$ cat config.mk
export PLATFORM = sky130hd
export DESIGN_NAME = decimal_lcg_random_generator_unit_flat
export DESIGN_NICKNAME = d
export VERILOG_FILES = /design/src/design/dlcg_pkg.sv /design/src/design/dlcg_req_if.sv /design/src/design/dlcg_rsp_if.sv /design/src/design/dlcg_div10k.sv /design/src/design/dlcg_queue.sv /design/src/design/dlcg_front.sv /design/src/design/dlcg_back.sv /design/src/design/decimal_lcg_random_generator_unit.sv /design/src/flat_wrapper.sv
export SDC_FILE = /design/constraint.sdc
export NUM_CORES = 2
export LEC_CHECK = 0
export BUFFER_PORTS_ARGS = -buffer_cell sky130_fd_sc_hd__buf_4
export CAP_MARGIN = 20
export CORE_ASPECT_RATIO = 0.75
export CORE_UTILIZATION = 45
export CTS_CLUSTER_SIZE = 12
export DETAILED_ROUTE_END_ITERATION = 6
export HOLD_SLACK_MARGIN = 0.08
export PLACE_DENSITY = 0.65
export SLEW_MARGIN = 10
export SYNTH_ARGS = -nofsm -noshare
export SYNTH_HDL_FRONTEND = slang
export SYNTH_HIERARCHICAL = 1
export SYNTH_SLANG_ARGS = --single-unit
$ cat constraint.sdc
create_clock -name clk -period 14.6 [get_ports clk]
set_clock_uncertainty 0.05 [all_clocks]
set_input_delay 0.73 -clock clk [delete_from_list [all_inputs] [get_ports clk]]
set_output_delay 0.73 -clock clk [all_outputs]
set_load 0.05 [all_outputs]
$ cat src/design/dlcg_pkg.sv
package dlcg_pkg;

  // Field widths
  localparam int SEED_W  = 27;
  localparam int VALUE_W = 28;
  localparam int RANGE_W = 16;
  localparam int SPAN_W  = 16;   // magnitude of range_high - range_low
  localparam int DIGIT_W = 14;   // four decimal digits, 0..9999
  localparam int CMD_W   = 2;

  // Recurrence constants
  localparam int LCG_MOD  = 100000000;
  localparam int LCG_HALF = 10000;
  localparam int LCG_MUL  = 31415821;
  localparam int MUL_HI   = LCG_MUL / LCG_HALF;   // upper four digits
  localparam int MUL_LO   = LCG_MUL % LCG_HALF;   // lower four digits

  // Divide-by-10000 unit: reciprocal multiply plus one correction step
  localparam int DIV_X_W     = 30;
  localparam int DIV_Q_W     = 17;
  localparam int RECIP_SHIFT = 30;
  localparam int RECIP       = (2 ** RECIP_SHIFT) / LCG_HALF;
  localparam int RECIP_W     = 17;

  typedef enum logic [CMD_W-1:0] {
    CMD_LOAD  = 2'd0,
    CMD_RAW   = 2'd1,
    CMD_RANGE = 2'd2,
    CMD_COIN  = 2'd3
  } cmd_t;

  // Work classes handed from the front end to the back end
  typedef enum logic [2:0] {
    OP_LOAD,
    OP_RAW,
    OP_RANGE,
    OP_COIN,
    OP_FIXED
  } op_kind_t;

  typedef struct packed {
    op_kind_t             kind;
    logic [SEED_W-1:0]    seed_value;
    logic [RANGE_W-1:0]   range_low;
    logic [SPAN_W-1:0]    span_mag;
    logic                 span_neg;
    logic [DIGIT_W-1:0]   threshold;
    logic                 coin;
    logic                 error;
  } op_t;

  typedef struct packed {
    logic                 start;
    logic [DIV_X_W-1:0]   x;
  } div_req_t;

  typedef struct packed {
    logic                 done;
    logic [DIV_Q_W-1:0]   q;
    logic [DIGIT_W-1:0]   r;
  } div_rsp_t;

  typedef enum logic [3:0] {
    ST_IDLE,
    ST_SPLIT,
    ST_MIX,
    ST_FOLD,
    ST_WRAP,
    ST_FRAC,
    ST_SCALE,
    ST_QUOT,
    ST_EMIT
  } state_t;

endpackage

$ cat src/design/dlcg_req_if.sv
interface dlcg_req_if;
  logic                          valid;
  logic                          ready;
  logic [dlcg_pkg::CMD_W-1:0]    command;
  logic [dlcg_pkg::SEED_W-1:0]   seed_value;
  logic signed [dlcg_pkg::RANGE_W-1:0] range_low;
  logic signed [dlcg_pkg::RANGE_W-1:0] range_high;
  logic [dlcg_pkg::DIGIT_W-1:0]  coin_threshold;

  modport source (
    output valid, command, seed_value, range_low, range_high, coin_threshold,
    input  ready
  );

  modport sink (
    input  valid, command, seed_value, range_low, range_high, coin_threshold,
    output ready
  );
endinterface

$ cat src/design/dlcg_rsp_if.sv
interface dlcg_rsp_if;
  logic                                valid;
  logic                                ready;
  logic signed [dlcg_pkg::VALUE_W-1:0] value;
  logic                                coin;
  logic                                error;

  modport source (
    output valid, value, coin, error,
    input  ready
  );

  modport sink (
    input  valid, value, coin, error,
    output ready
  );
endinterface

$ cat src/design/dlcg_div10k.sv
// Quotient and remainder of x / 10000 for x below 2**30.
// Registered steps from start to done: input register, reciprocal multiply,
// back-multiply, remainder with a single correction.
module dlcg_div10k (
  input  logic               clk,
  input  logic               rst,
  input  dlcg_pkg::div_req_t cmd,
  output dlcg_pkg::div_rsp_t res
);
  import dlcg_pkg::*;

  localparam int PROD_W = DIV_X_W + RECIP_W;
  localparam int QM_W   = DIV_X_W + 1;

  logic [2:0]          stage_valid;
  logic [DIV_X_W-1:0]  x_in;
  logic [DIV_X_W-1:0]  x_d1;
  logic [DIV_X_W-1:0]  x_d2;
  logic [PROD_W-1:0]   prod;
  logic [DIV_Q_W-1:0]  q_est;
  logic [DIV_Q_W-1:0]  q_d2;
  logic [QM_W-1:0]     q_back;
  logic [QM_W-1:0]     rem_raw;
  logic                rem_fix;
  logic                done;
  logic [DIV_Q_W-1:0]  quo;
  logic [DIGIT_W-1:0]  rem;

  // reciprocal estimate is at most one short
  assign q_est   = prod[RECIP_SHIFT +: DIV_Q_W];
  assign rem_raw = {1'b0, x_d2} - q_back;
  assign rem_fix = rem_raw >= QM_W'(LCG_HALF);

  // valid pipe
  always_ff @(posedge clk) begin
    if (rst) begin
      stage_valid <= '0;
      done        <= 1'b0;
    end else begin
      stage_valid <= {stage_valid[1:0], cmd.start};
      done        <= stage_valid[2];
    end
  end

  // datapath
  always_ff @(posedge clk) begin
    if (cmd.start) begin
      x_in <= cmd.x;
    end
    prod   <= PROD_W'(x_in) * PROD_W'(RECIP);
    x_d1   <= x_in;
    q_d2   <= q_est;
    q_back <= QM_W'(q_est) * QM_W'(LCG_HALF);
    x_d2   <= x_d1;
    if (rem_fix) begin
      quo <= q_d2 + 1'b1;
      rem <= DIGIT_W'(rem_raw - QM_W'(LCG_HALF));
    end else begin
      quo <= q_d2;
      rem <= DIGIT_W'(rem_raw);
    end
  end

  assign res.done = done;
  assign res.q    = quo;
  assign res.r    = rem;

endmodule

$ cat src/design/dlcg_queue.sv
// Small command queue between the front end and the back end.
// DEPTH must be 2 or more.
module dlcg_queue #(
  parameter int DEPTH = 2
) (
  input  logic          clk,
  input  logic          rst,
  input  logic          push,
  input  dlcg_pkg::op_t push_op,
  output logic          full,
  input  logic          pop,
  output logic          valid,
  output dlcg_pkg::op_t pop_op
);
  import dlcg_pkg::*;

  localparam int PTR_W = $clog2(DEPTH);
  localparam int CNT_W = $clog2(DEPTH + 1);

  op_t              entry [DEPTH];
  logic [PTR_W-1:0] wr_ptr;
  logic [PTR_W-1:0] rd_ptr;
  logic [CNT_W-1:0] count;

  function automatic logic [PTR_W-1:0] bump(input logic [PTR_W-1:0] p);
    return (p == PTR_W'(DEPTH - 1)) ? '0 : p + 1'b1;
  endfunction

  assign full   = count == CNT_W'(DEPTH);
  assign valid  = count != '0;
  assign pop_op = entry[rd_ptr];

  // pointers and fill level
  always_ff @(posedge clk) begin
    if (rst) begin
      wr_ptr <= '0;
      rd_ptr <= '0;
      count  <= '0;
    end else begin
      if (push) begin
        wr_ptr <= bump(wr_ptr);
      end
      if (pop) begin
        rd_ptr <= bump(rd_ptr);
      end
      case ({push, pop})
        2'b10:   count <= count + 1'b1;
        2'b01:   count <= count - 1'b1;
        default: count <= count;
      endcase
    end
  end

  // storage
  always_ff @(posedge clk) begin
    if (push) begin
      entry[wr_ptr] <= push_op;
    end
  end

endmodule

$ cat src/design/dlcg_front.sv
// Front end: takes a transaction, sorts it into a work class, precomputes
// the range span and settles the coin outcomes that need no advance.
module dlcg_front (
  dlcg_req_if.sink      req,
  input  logic          q_full,
  output logic          push,
  output dlcg_pkg::op_t push_op
);
  import dlcg_pkg::*;

  logic signed [SPAN_W:0] span;
  logic signed [SPAN_W:0] span_abs;

  assign req.ready = !q_full;
  assign push      = req.valid && !q_full;

  // span of the range, kept as sign and magnitude
  always_comb begin
    span     = (SPAN_W + 1)'(req.range_high) - (SPAN_W + 1)'(req.range_low);
    span_abs = span[SPAN_W] ? -span : span;
  end

  // classification
  always_comb begin
    push_op.kind       = OP_FIXED;
    push_op.seed_value = req.seed_value;
    push_op.range_low  = req.range_low;
    push_op.span_mag   = span_abs[SPAN_W-1:0];
    push_op.span_neg   = span[SPAN_W];
    push_op.threshold  = req.coin_threshold;
    push_op.coin       = 1'b0;
    push_op.error      = 1'b0;
    case (cmd_t'(req.command))
      CMD_LOAD:  push_op.kind = OP_LOAD;
      CMD_RAW:   push_op.kind = OP_RAW;
      CMD_RANGE: push_op.kind = OP_RANGE;
      CMD_COIN: begin
        // out of range, certain, and impossible coins leave the seed alone
        if (req.coin_threshold > DIGIT_W'(LCG_HALF)) begin
          push_op.error = 1'b1;
        end else if (req.coin_threshold == DIGIT_W'(LCG_HALF)) begin
          push_op.coin = 1'b1;
        end else if (req.coin_threshold != '0) begin
          push_op.kind = OP_COIN;
        end
      end
      default:   push_op.kind = OP_FIXED;
    endcase
  end

endmodule

$ cat src/design/dlcg_back.sv
// Back end: advances the seed in split decimal form and forms the result.
// s = sh*1e4 + sl, M = MUL_HI*1e4 + MUL_LO:
// (s*M + 1) mod 1e8 = ((sh*MUL_LO + sl*MUL_HI) mod 1e4)*1e4 + sl*MUL_LO + 1,
// with one final subtract of 1e8.
module dlcg_back (
  input  logic               clk,
  input  logic               rst,
  input  logic               q_valid,
  input  dlcg_pkg::op_t      q_op,
  output logic               pop,
  output dlcg_pkg::div_req_t div_cmd,
  input  dlcg_pkg::div_rsp_t div_res,
  dlcg_rsp_if.source         rsp
);
  import dlcg_pkg::*;

  localparam int MIXA_W = 26;
  localparam int SUM_W  = 28;

  state_t              state;
  state_t              state_next;
  op_t                 op;
  logic [SEED_W-1:0]   seed;
  logic [DIGIT_W-1:0]  sh;
  logic [DIGIT_W-1:0]  sl;
  logic [MIXA_W-1:0]   mix_a;
  logic [SUM_W-1:0]    sum;
  logic [DIGIT_W-1:0]  frac;
  logic [VALUE_W-1:0]  res_value;
  logic                res_coin;
  logic                res_error;
  logic                out_valid;
  logic [VALUE_W-1:0]  out_value;
  logic                out_coin;
  logic                out_error;

  logic                out_free;
  logic                needs_adv;
  logic [SEED_W-1:0]   seed_red;
  logic [SEED_W-1:0]   mix_b;
  logic [MIXA_W-1:0]   mix_a_next;
  logic [SUM_W-1:0]    sum_next;
  logic [SEED_W-1:0]   seed_new;
  logic [DIV_X_W-1:0]  frac_prod;
  logic [VALUE_W-1:0]  lo_ext;
  logic [VALUE_W-1:0]  q_ext;
  logic [VALUE_W-1:0]  range_value;

  assign out_free  = !out_valid || rsp.ready;
  assign needs_adv = !(q_op.kind == OP_LOAD || q_op.kind == OP_FIXED);

  // arithmetic between the sequencer steps
  always_comb begin
    seed_red    = (seed >= SEED_W'(LCG_MOD)) ? seed - SEED_W'(LCG_MOD) : seed;
    mix_b       = SEED_W'(sh) * SEED_W'(MUL_LO) + SEED_W'(sl) * SEED_W'(MUL_HI);
    mix_a_next  = MIXA_W'(sl) * MIXA_W'(MUL_LO);
    sum_next    = SUM_W'(mix_a) + SUM_W'(div_res.r) * SUM_W'(LCG_HALF) + SUM_W'(1);
    seed_new    = (sum >= SUM_W'(LCG_MOD)) ? SEED_W'(sum - SUM_W'(LCG_MOD))
                                           : SEED_W'(sum);
    frac_prod   = DIV_X_W'(frac) * DIV_X_W'(op.span_mag);
    lo_ext      = {{(VALUE_W - RANGE_W){op.range_low[RANGE_W-1]}}, op.range_low};
    q_ext       = VALUE_W'(div_res.q);
    range_value = op.span_neg ? lo_ext - q_ext : lo_ext + q_ext;
  end

  // next state
  always_comb begin
    state_next = state;
    case (state)
      ST_IDLE: begin
        if (q_valid) begin
          state_next = needs_adv ? ST_SPLIT : ST_EMIT;
        end
      end
      ST_SPLIT: if (div_res.done) state_next = ST_MIX;
      ST_MIX:   state_next = ST_FOLD;
      ST_FOLD:  if (div_res.done) state_next = ST_WRAP;
      ST_WRAP:  state_next = (op.kind == OP_RAW) ? ST_EMIT : ST_FRAC;
      ST_FRAC: begin
        if (div_res.done) begin
          state_next = (op.kind == OP_RANGE) ? ST_SCALE : ST_EMIT;
        end
      end
      ST_SCALE: state_next = ST_QUOT;
      ST_QUOT:  if (div_res.done) state_next = ST_EMIT;
      ST_EMIT:  if (out_free) state_next = ST_IDLE;
      default:  state_next = ST_IDLE;
    endcase
  end

  // sequencer outputs: queue pop and divider requests
  always_comb begin
    pop           = 1'b0;
    div_cmd.start = 1'b0;
    div_cmd.x     = '0;
    case (state)
      ST_IDLE: begin
        pop           = q_valid;
        div_cmd.start = q_valid && needs_adv;
        div_cmd.x     = DIV_X_W'(seed_red);
      end
      ST_MIX: begin
        div_cmd.start = 1'b1;
        div_cmd.x     = DIV_X_W'(mix_b);
      end
      ST_WRAP: begin
        div_cmd.start = op.kind != OP_RAW;
        div_cmd.x     = DIV_X_W'(seed_new);
      end
      ST_SCALE: begin
        div_cmd.start = 1'b1;
        div_cmd.x     = frac_prod;
      end
      default: begin
        pop           = 1'b0;
        div_cmd.start = 1'b0;
      end
    endcase
  end

  // control state
  always_ff @(posedge clk) begin
    if (rst) begin
      state     <= ST_IDLE;
      seed      <= SEED_W'(1);
      out_valid <= 1'b0;
    end else begin
      state <= state_next;
      if (state == ST_IDLE && q_valid && q_op.kind == OP_LOAD) begin
        seed <= q_op.seed_value;
      end else if (state == ST_WRAP) begin
        seed <= seed_new;
      end
      if (state == ST_EMIT && out_free) begin
        out_valid <= 1'b1;
      end else if (rsp.ready) begin
        out_valid <= 1'b0;
      end
    end
  end

  // working registers
  always_ff @(posedge clk) begin
    case (state)
      ST_IDLE: begin
        if (q_valid) begin
          op        <= q_op;
          res_value <= '0;
          res_coin  <= q_op.coin;
          res_error <= q_op.error;
        end
      end
      ST_SPLIT: begin
        if (div_res.done) begin
          sh <= div_res.q[DIGIT_W-1:0];
          sl <= div_res.r;
        end
      end
      ST_MIX:  mix_a <= mix_a_next;
      ST_FOLD: if (div_res.done) sum <= sum_next;
      ST_WRAP: begin
        if (op.kind == OP_RAW) begin
          res_value <= VALUE_W'(seed_new);
        end
      end
      ST_FRAC: begin
        if (div_res.done) begin
          frac <= div_res.q[DIGIT_W-1:0];
          if (op.kind == OP_COIN) begin
            res_coin <= op.threshold > div_res.q[DIGIT_W-1:0];
          end
        end
      end
      ST_QUOT: if (div_res.done) res_value <= range_value;
      ST_EMIT: begin
        if (out_free) begin
          out_value <= res_value;
          out_coin  <= res_coin;
          out_error <= res_error;
        end
      end
      default: begin
        frac <= frac;
      end
    endcase
  end

  assign rsp.valid = out_valid;
  assign rsp.value = out_value;
  assign rsp.coin  = out_coin;
  assign rsp.error = out_error;

endmodule

$ cat src/design/decimal_lcg_random_generator_unit.sv
// Back end steps per transaction: a loaded seed or a coin with a settled
// outcome goes straight to emit; raw next passes split, mix, fold and wrap;
// an advancing coin adds frac, a scaled range frac, scale and quot.
// The shared divide-by-10000 unit is used two to four times.
// rst (synchronous) empties the queue and output register and sets seed to 1.
module decimal_lcg_random_generator_unit #(
  parameter int QUEUE_DEPTH = 2
) (
  input  logic       clk,
  input  logic       rst,
  dlcg_req_if.sink   req,
  dlcg_rsp_if.source rsp
);
  import dlcg_pkg::*;

  logic     q_full;
  logic     push;
  logic     pop;
  logic     q_valid;
  op_t      push_op;
  op_t      q_op;
  div_req_t div_cmd;
  div_rsp_t div_res;

  dlcg_front u_front (
    .req     (req),
    .q_full  (q_full),
    .push    (push),
    .push_op (push_op)
  );

  dlcg_queue #(
    .DEPTH (QUEUE_DEPTH)
  ) u_queue (
    .clk     (clk),
    .rst     (rst),
    .push    (push),
    .push_op (push_op),
    .full    (q_full),
    .pop     (pop),
    .valid   (q_valid),
    .pop_op  (q_op)
  );

  dlcg_back u_back (
    .clk     (clk),
    .rst     (rst),
    .q_valid (q_valid),
    .q_op    (q_op),
    .pop     (pop),
    .div_cmd (div_cmd),
    .div_res (div_res),
    .rsp     (rsp)
  );

  dlcg_div10k u_div (
    .clk (clk),
    .rst (rst),
    .cmd (div_cmd),
    .res (div_res)
  );

endmodule

$ cat src/flat_wrapper.sv
// flat-port wrapper written by rule: the top's interface ports become plain ports
module decimal_lcg_random_generator_unit_flat import dlcg_pkg::*;
#(
  parameter int QUEUE_DEPTH = 2
)
  (clk, rst, req_valid, req_command, req_seed_value, req_range_low, req_range_high, req_coin_threshold, req_ready, rsp_valid, rsp_value, rsp_coin, rsp_error, rsp_ready);
  dlcg_req_if req_i ();
  dlcg_rsp_if rsp_i ();
  input  logic clk;
  input  logic rst;
  input wire logic [$bits(req_i.valid)-1:0] req_valid;
  input wire logic [$bits(req_i.command)-1:0] req_command;
  input wire logic [$bits(req_i.seed_value)-1:0] req_seed_value;
  input wire logic [$bits(req_i.range_low)-1:0] req_range_low;
  input wire logic [$bits(req_i.range_high)-1:0] req_range_high;
  input wire logic [$bits(req_i.coin_threshold)-1:0] req_coin_threshold;
  output wire logic [$bits(req_i.ready)-1:0] req_ready;
  output wire logic [$bits(rsp_i.valid)-1:0] rsp_valid;
  output wire logic [$bits(rsp_i.value)-1:0] rsp_value;
  output wire logic [$bits(rsp_i.coin)-1:0] rsp_coin;
  output wire logic [$bits(rsp_i.error)-1:0] rsp_error;
  input wire logic [$bits(rsp_i.ready)-1:0] rsp_ready;
  assign req_i.valid = req_valid;
  assign req_i.command = req_command;
  assign req_i.seed_value = req_seed_value;
  assign req_i.range_low = req_range_low;
  assign req_i.range_high = req_range_high;
  assign req_i.coin_threshold = req_coin_threshold;
  assign req_ready = req_i.ready;
  assign rsp_valid = rsp_i.valid;
  assign rsp_value = rsp_i.value;
  assign rsp_coin = rsp_i.coin;
  assign rsp_error = rsp_i.error;
  assign rsp_i.ready = rsp_ready;
  decimal_lcg_random_generator_unit #(.QUEUE_DEPTH(QUEUE_DEPTH)) u_core (.clk(clk), .rst(rst), .req(req_i), .rsp(rsp_i));
endmodule
# Word level (Yosys, flattened, before mapping)
# Memory sizes are Yosys's and may differ from the RTL's. A register that Yosys moved wholly into a read port is not among the register bits.
# Cells that the tools add are included.
# totals
ramBits,158
latch_bits,0
ff_bits,457
inputBits,79
mem_count,1
output_inout_bits,32
rom_bits,0
# op_classes
magnitude_cmp,5
n_div,0
n_shift,0
n_eq_ne,28
mul,7
bitwise,0
n_mux,46
n_addsub,16
reduce_logical,29
# mem_list
name,depth,word_bits,read_ports,rd_clocked_by_memory_dff,wr,line,rtl
u_core.u_queue.entry,2,79,1,1,1,dlcg_queue.sv:20,op_t entry [DEPTH];
# op_table
cell,n
one-hot mux 30 bit (4 select lines),1
2-to-1 mux 28 bit,4
2-to-1 mux 27 bit,4
one-hot mux 28 bit (3 select lines),1
subtractor 27 bit (second input constant),2
multiplier 30 x 16 -> 46 bit (second input constant),1
2-to-1 mux 4 bit,9
one-hot mux 4 bit (9 select lines),1
greater-or-equal comparator 31 x 14 -> 1 bit (second input constant),1
subtractor 30 x 31 -> 31 bit,1
multiplier 14 x 16 -> 30 bit,1
adder 26 x 28 -> 28 bit,1
adder 28 x 1 -> 28 bit (second input constant),1
greater-or-equal comparator 28 x 27 -> 1 bit (second input constant),1
adder 27 x 26 -> 27 bit,1
greater-or-equal comparator 27 bit (second input constant),1
multiplier 14 x 13 -> 27 bit (second input constant),1
multiplier 17 x 10 -> 27 bit (second input constant),1
multiplier 14 x 12 -> 26 bit (second input constant),1
multiplier 14 x 13 -> 26 bit (second input constant),1
multiplier 14 x 10 -> 24 bit (second input constant),1
adder 16 x 18 -> 19 bit,1
subtractor 16 x 18 -> 19 bit,1
adder 17 x 1 -> 17 bit (second input constant),1
43 further kinds,92

# Depth between registers and ports, before layout
# logic_depth
ltp_word,5
mapped_depth,28
ltp_nobuf,28

# Cells and area by module
# The synthesis kept the hierarchy.
# modules_own_cells
module,area_per_inst_um2,seq_area_each_um2,cells_each,instances
dlcg_back,31989.4,6826.5,3264,1
dlcg_div10k,16693.5,3943.8,1556,1
dlcg_queue,5905.7,4844.6,268,1
dlcg_front,1885.6,0.0,265,1

# Worst setup path after synthesis
# OpenSTA, ideal clock, no wires.
# synth_path
kind,reg2reg
from,register u_core/u_back/op[22] (netlist name)
to,register u_core.u_div.x_in[26] (data pin)
arrival_ns,6.049
t_required_ns,14.291
stages_incl_launch_ff,24
setup_slack_ns,8.242
setup_ns,0.259
path_buffers,1
path_cell_list,edfxtp_1 -> clkbuf_1 -> and2_1 -> fa_1 -> inv_1 -> fa_1 -> inv_1 -> fa_1 -> inv_1 -> fa_1 -> inv_1 -> fa_1 -> inv_1 -> fa_1 -> inv_1 -> ha_1 -> a21oi_1 -> o21ai_1 -> a211oi_4 -> o21ai_2 -> a2111oi_4 -> o31ai_4 -> a41o_1 -> a211o_1
# synth_lines
element,line,rtl
start: declaration,dlcg_back.sv:22,op_t op;
start signal: assignment,dlcg_back.sv:147,op <= q_op;
end signal: assignment,dlcg_div10k.sv:48,x_in <= cmd.x;
end: declaration,dlcg_div10k.sv:16,logic [DIV_X_W-1:0] x_in;

# Worst setup path after layout
# layout_path
from,register u_core.u_div.x_in[13]
to,register u_core.u_div.prod[46]
# layout_via
elab_chain_cells,1
# layout_rtl
element,line,rtl
multiplier 30 x 16 -> 46 bit,dlcg_div10k.sv:50,prod <= PROD_W'(x_in) * PROD_W'(RECIP);
end signal: assignment,dlcg_div10k.sv:50,
end: declaration,dlcg_div10k.sv:19,logic [PROD_W-1:0] prod;
# Every way passes these cells.
# A chain may end at the register's enable or synchronous reset.

==> impl_results.md <==
- Status: complete, no violations
- Nets: just under 7000
- Share of layout cells above drive strength 1: 7.05%
- Slew headroom: 26.9%
- Wire length on met2: just over 60000 µm
- Hold crit path type: primary input to flop
- Most frequent cells in the layout: inv_1 (1108), ha_1 (743), fa_1 (654)
- Yosys Warn Count: 6
- Gr ovfl total: 0
- Final Hold Fails: 0
- Worst-path cell chain: ha_1 > fa_1 > inv_1 > fa_1 > inv_1 > fa_1 > fa_1 > inv_1 > fa_1 > inv_1 > ha_1 > a41oi_1 > o21ai_0 > a21o_1 > a41o_1 > o211ai_1 > a21boi_0 > a31o_2 > a211o_1 > a2111oi_0 > nor3b_1
- CTS root buffer: clkbuf_16
- Post-synth cell types: 114
- CP Capture Type: flop
- Setup CP Type: flop to flop
- Worst-skew pair later-pin latency: 680 ps
- Synthesized Nets: 6829
- Commonest register cell after synthesis: edfxtp_1
- Final worst path period share: between 40 and 50%
- Fmax: 0.141 GHz
- DRC marker count from the first detailed-route iteration: 3753
- Max Root-Sink Buffers: 3
- Row count: 112
- CTS tree: built
- Post-CTS setup buffers: 0
- H-tree depth: 3
- Setup TNS: 0 ps
- Top routing layer used: met5
- Die Y: between 300 and 400 µm
- Crit path depth: 21
- Inserted Clock Buffers: 66
- Vias in the first global route: 37900
- Final GP Congestion: 1.01
- Initial core utilization: 45.4%
- Die area: 127000 µm²
- CP max FO: 5
- Clock slew at reported path FFs: ~60 ps
- Max_cap viols: 0
- Reg-to-Reg End: u_core/u_div/prod[46]
- WP buf/inv: 4
- Post-DRT Antenna Nets: 0
- Post-synth EDFFs: slightly below 400
- Mapped Cells: 5353
- Seq. cell area: about 16000 µm²
- HPWL Detailed: 125000 µm
- CP max stage cell: edfxtp_1
- Reg2reg path depth: 21
- RSZ-0062 raised after global routing: false
- Clock sink count: 583
- Chip width: 411 µm
- Register area share after synthesis: ~28%
- Critical path arrival: 7570 ps
- Post-cts hold buffer count: 0
- Vias: 38200
- Reg2Reg Setup Slack: between 7000 and 8000 ps
- Layout fillers: 11300
- DR DRC count: 0
- Total GRT Usage: 24.1%
- Worst slew pin tran: around 1100 ps
- RR Startpoint: u_core/u_div/x_in[13]
- Mapped cell area: 56500 µm²
- P&R area growth vs syn: 7.91%
- Largest net degree at the start of global routing: 54
- Top delay family on crit path: adder cells
- Req. time, crit path: 15050 ps
- Setup crit end: u_core/u_div/prod[46]
- Critical path's largest stage delay: 610 ps
- CTS resizes: 0
- Commonest non-fill, non-tap cell in the layout: inv_1
- Final Slew Violations: 0
- DRT Wirelength: 151000 µm
- Min Tclk post-route: 7110 ps
- Core Region: 124000 µm²
- 1st-pass router iterations: 6
- Avg WL per Cell: 21.2 µm
- Initial antenna violation count: 10
- Worst setup path start: u_core/u_div/x_in[13]
- Final setup viols: 0
- I/O Pins: 111
- Global-route wire length before repair: 231000 µm
- Met3 routed WL: around 15000 µm
- Multi-input gate area: 35900 µm²
- M1 WL: 72300 µm
- Async SR Flop Fraction: 0%
- IO buf count: 110
- Vias/cell: 5.37
- Cell mode on critical path: fa_1
- Flip-flop and latch count after synthesis: 583
- Startpoint Class: flop
- Syn avg cell area: ~11 µm²
how the worst min path moves through the flow:
| stage | startpoint | to | slack [ps] | cells after the start |
|---|---|---|---|---|
| 5_1_grt | req_seed_value[1] | u_core/u_queue/entry[0][50] | 170 | 1 |
| 3_3_place_gp | u_core/u_div/x_d1[12] | u_core/u_div/x_d2[12] | 260 | 0 |
| 6_report | req_seed_value[5] | u_core/u_queue/entry[0][54] | 190 | 1 |
| 3_5_place_dp | u_core/u_div/x_d1[29] | u_core/u_div/x_d2[29] | 260 | 0 |
| 4_1_cts | req_seed_value[5] | u_core/u_queue/entry[0][54] | 140 | 1 |
| 2_1_floorplan | u_core/u_div/x_d1[0] | u_core/u_div/x_d2[0] | 260 | 0 |
per-layer routing:
metal,vias to the layer above,track usage (%)
li1,17800,-
met4,4,5.49
met1,18900,36.9
met3,180,6.85
met5,-,0
met2,1346,33.2
final cells by class:
class | instances | area share (%)
clock inverter | 22 | 0.421
tap | 1653 | 3.39
timing repair buffer | 136 | 1.68
sequential | 583 | 25.6
multi-input combinational | 3512 | 58.9
inverter | 1111 | 6.84
clock buffer | 98 | 3.14
antenna | 1 | 0.00411
sequential cells by signal, summed over array words and instances (netlist names), 16 cells and up, named ones only:
register	cells
u_core/u_queue/entry	158
u_core/u_div/q_back	23
u_core/u_div/q_d2	17
u_core/u_div/x_in	30
u_core/u_div/quo	17
u_core/u_back/sum	28
u_core/u_back/seed	27
u_core/u_back/lo_ext	16
u_core/u_back/op	34
u_core/u_div/x_d1	30
u_core/u_div/prod	17
u_core/u_back/rsp.value	28
u_core/u_div/x_d2	30
u_core/u_back/res_value	28
u_core/u_back/mix_a	26
cell usage after synthesis, types with 81 or more instances:
cell type | n | area share, %
dfxtp_1 | 189 | 6.7
a21oi_1 | 180 | 1.6
nor2_1 | 197 | 1.3
mux2_2 | 81 | 1.6
xnor2_1 | 186 | 2.9
edfxtp_1 | 394 | 21
o21ai_0 | 120 | 1.1
inv_1 | 1109 | 7.4
and2_1 | 121 | 1.3
nand2_1 | 335 | 2.2
fa_1 | 654 | 23
ha_1 | 743 | 16
metrics by stage:
stage          utilization [%]  cell area, µm²  std cells  setup WS (ps)  hold WS (ps)
2_1_floorplan                -           56500       5353           8240           260
3_3_place_gp              47.2           58800       6994           7680           261
3_5_place_dp              47.2           58800       6994           7700           262
4_1_cts                   49.0           60900       7114           7600           137
5_1_grt                   49.0           60900       7116           7000           167
6_report                  49.0           60900       7116           7490           193
kinds of logic (layout without fill, tap and decap cells):
logic type      after synthesis  in the layout  share of synthesized area [%]
xor+xnor                    255            255                           3.95
simple gates               1032           1032                           9.12
other cells                   0              1                              0
buf+inv                    1258           1367                           8.88
compound gates              735            735                           8.91
flops                       583            583                           27.6
fa+ha+maj                  1397           1397                           39.6
mux                          93             93                           1.84
Power is left out: the tool's default activity adds up to more than one toggle a clock period on the data nets, which glitch-free logic cannot reach.
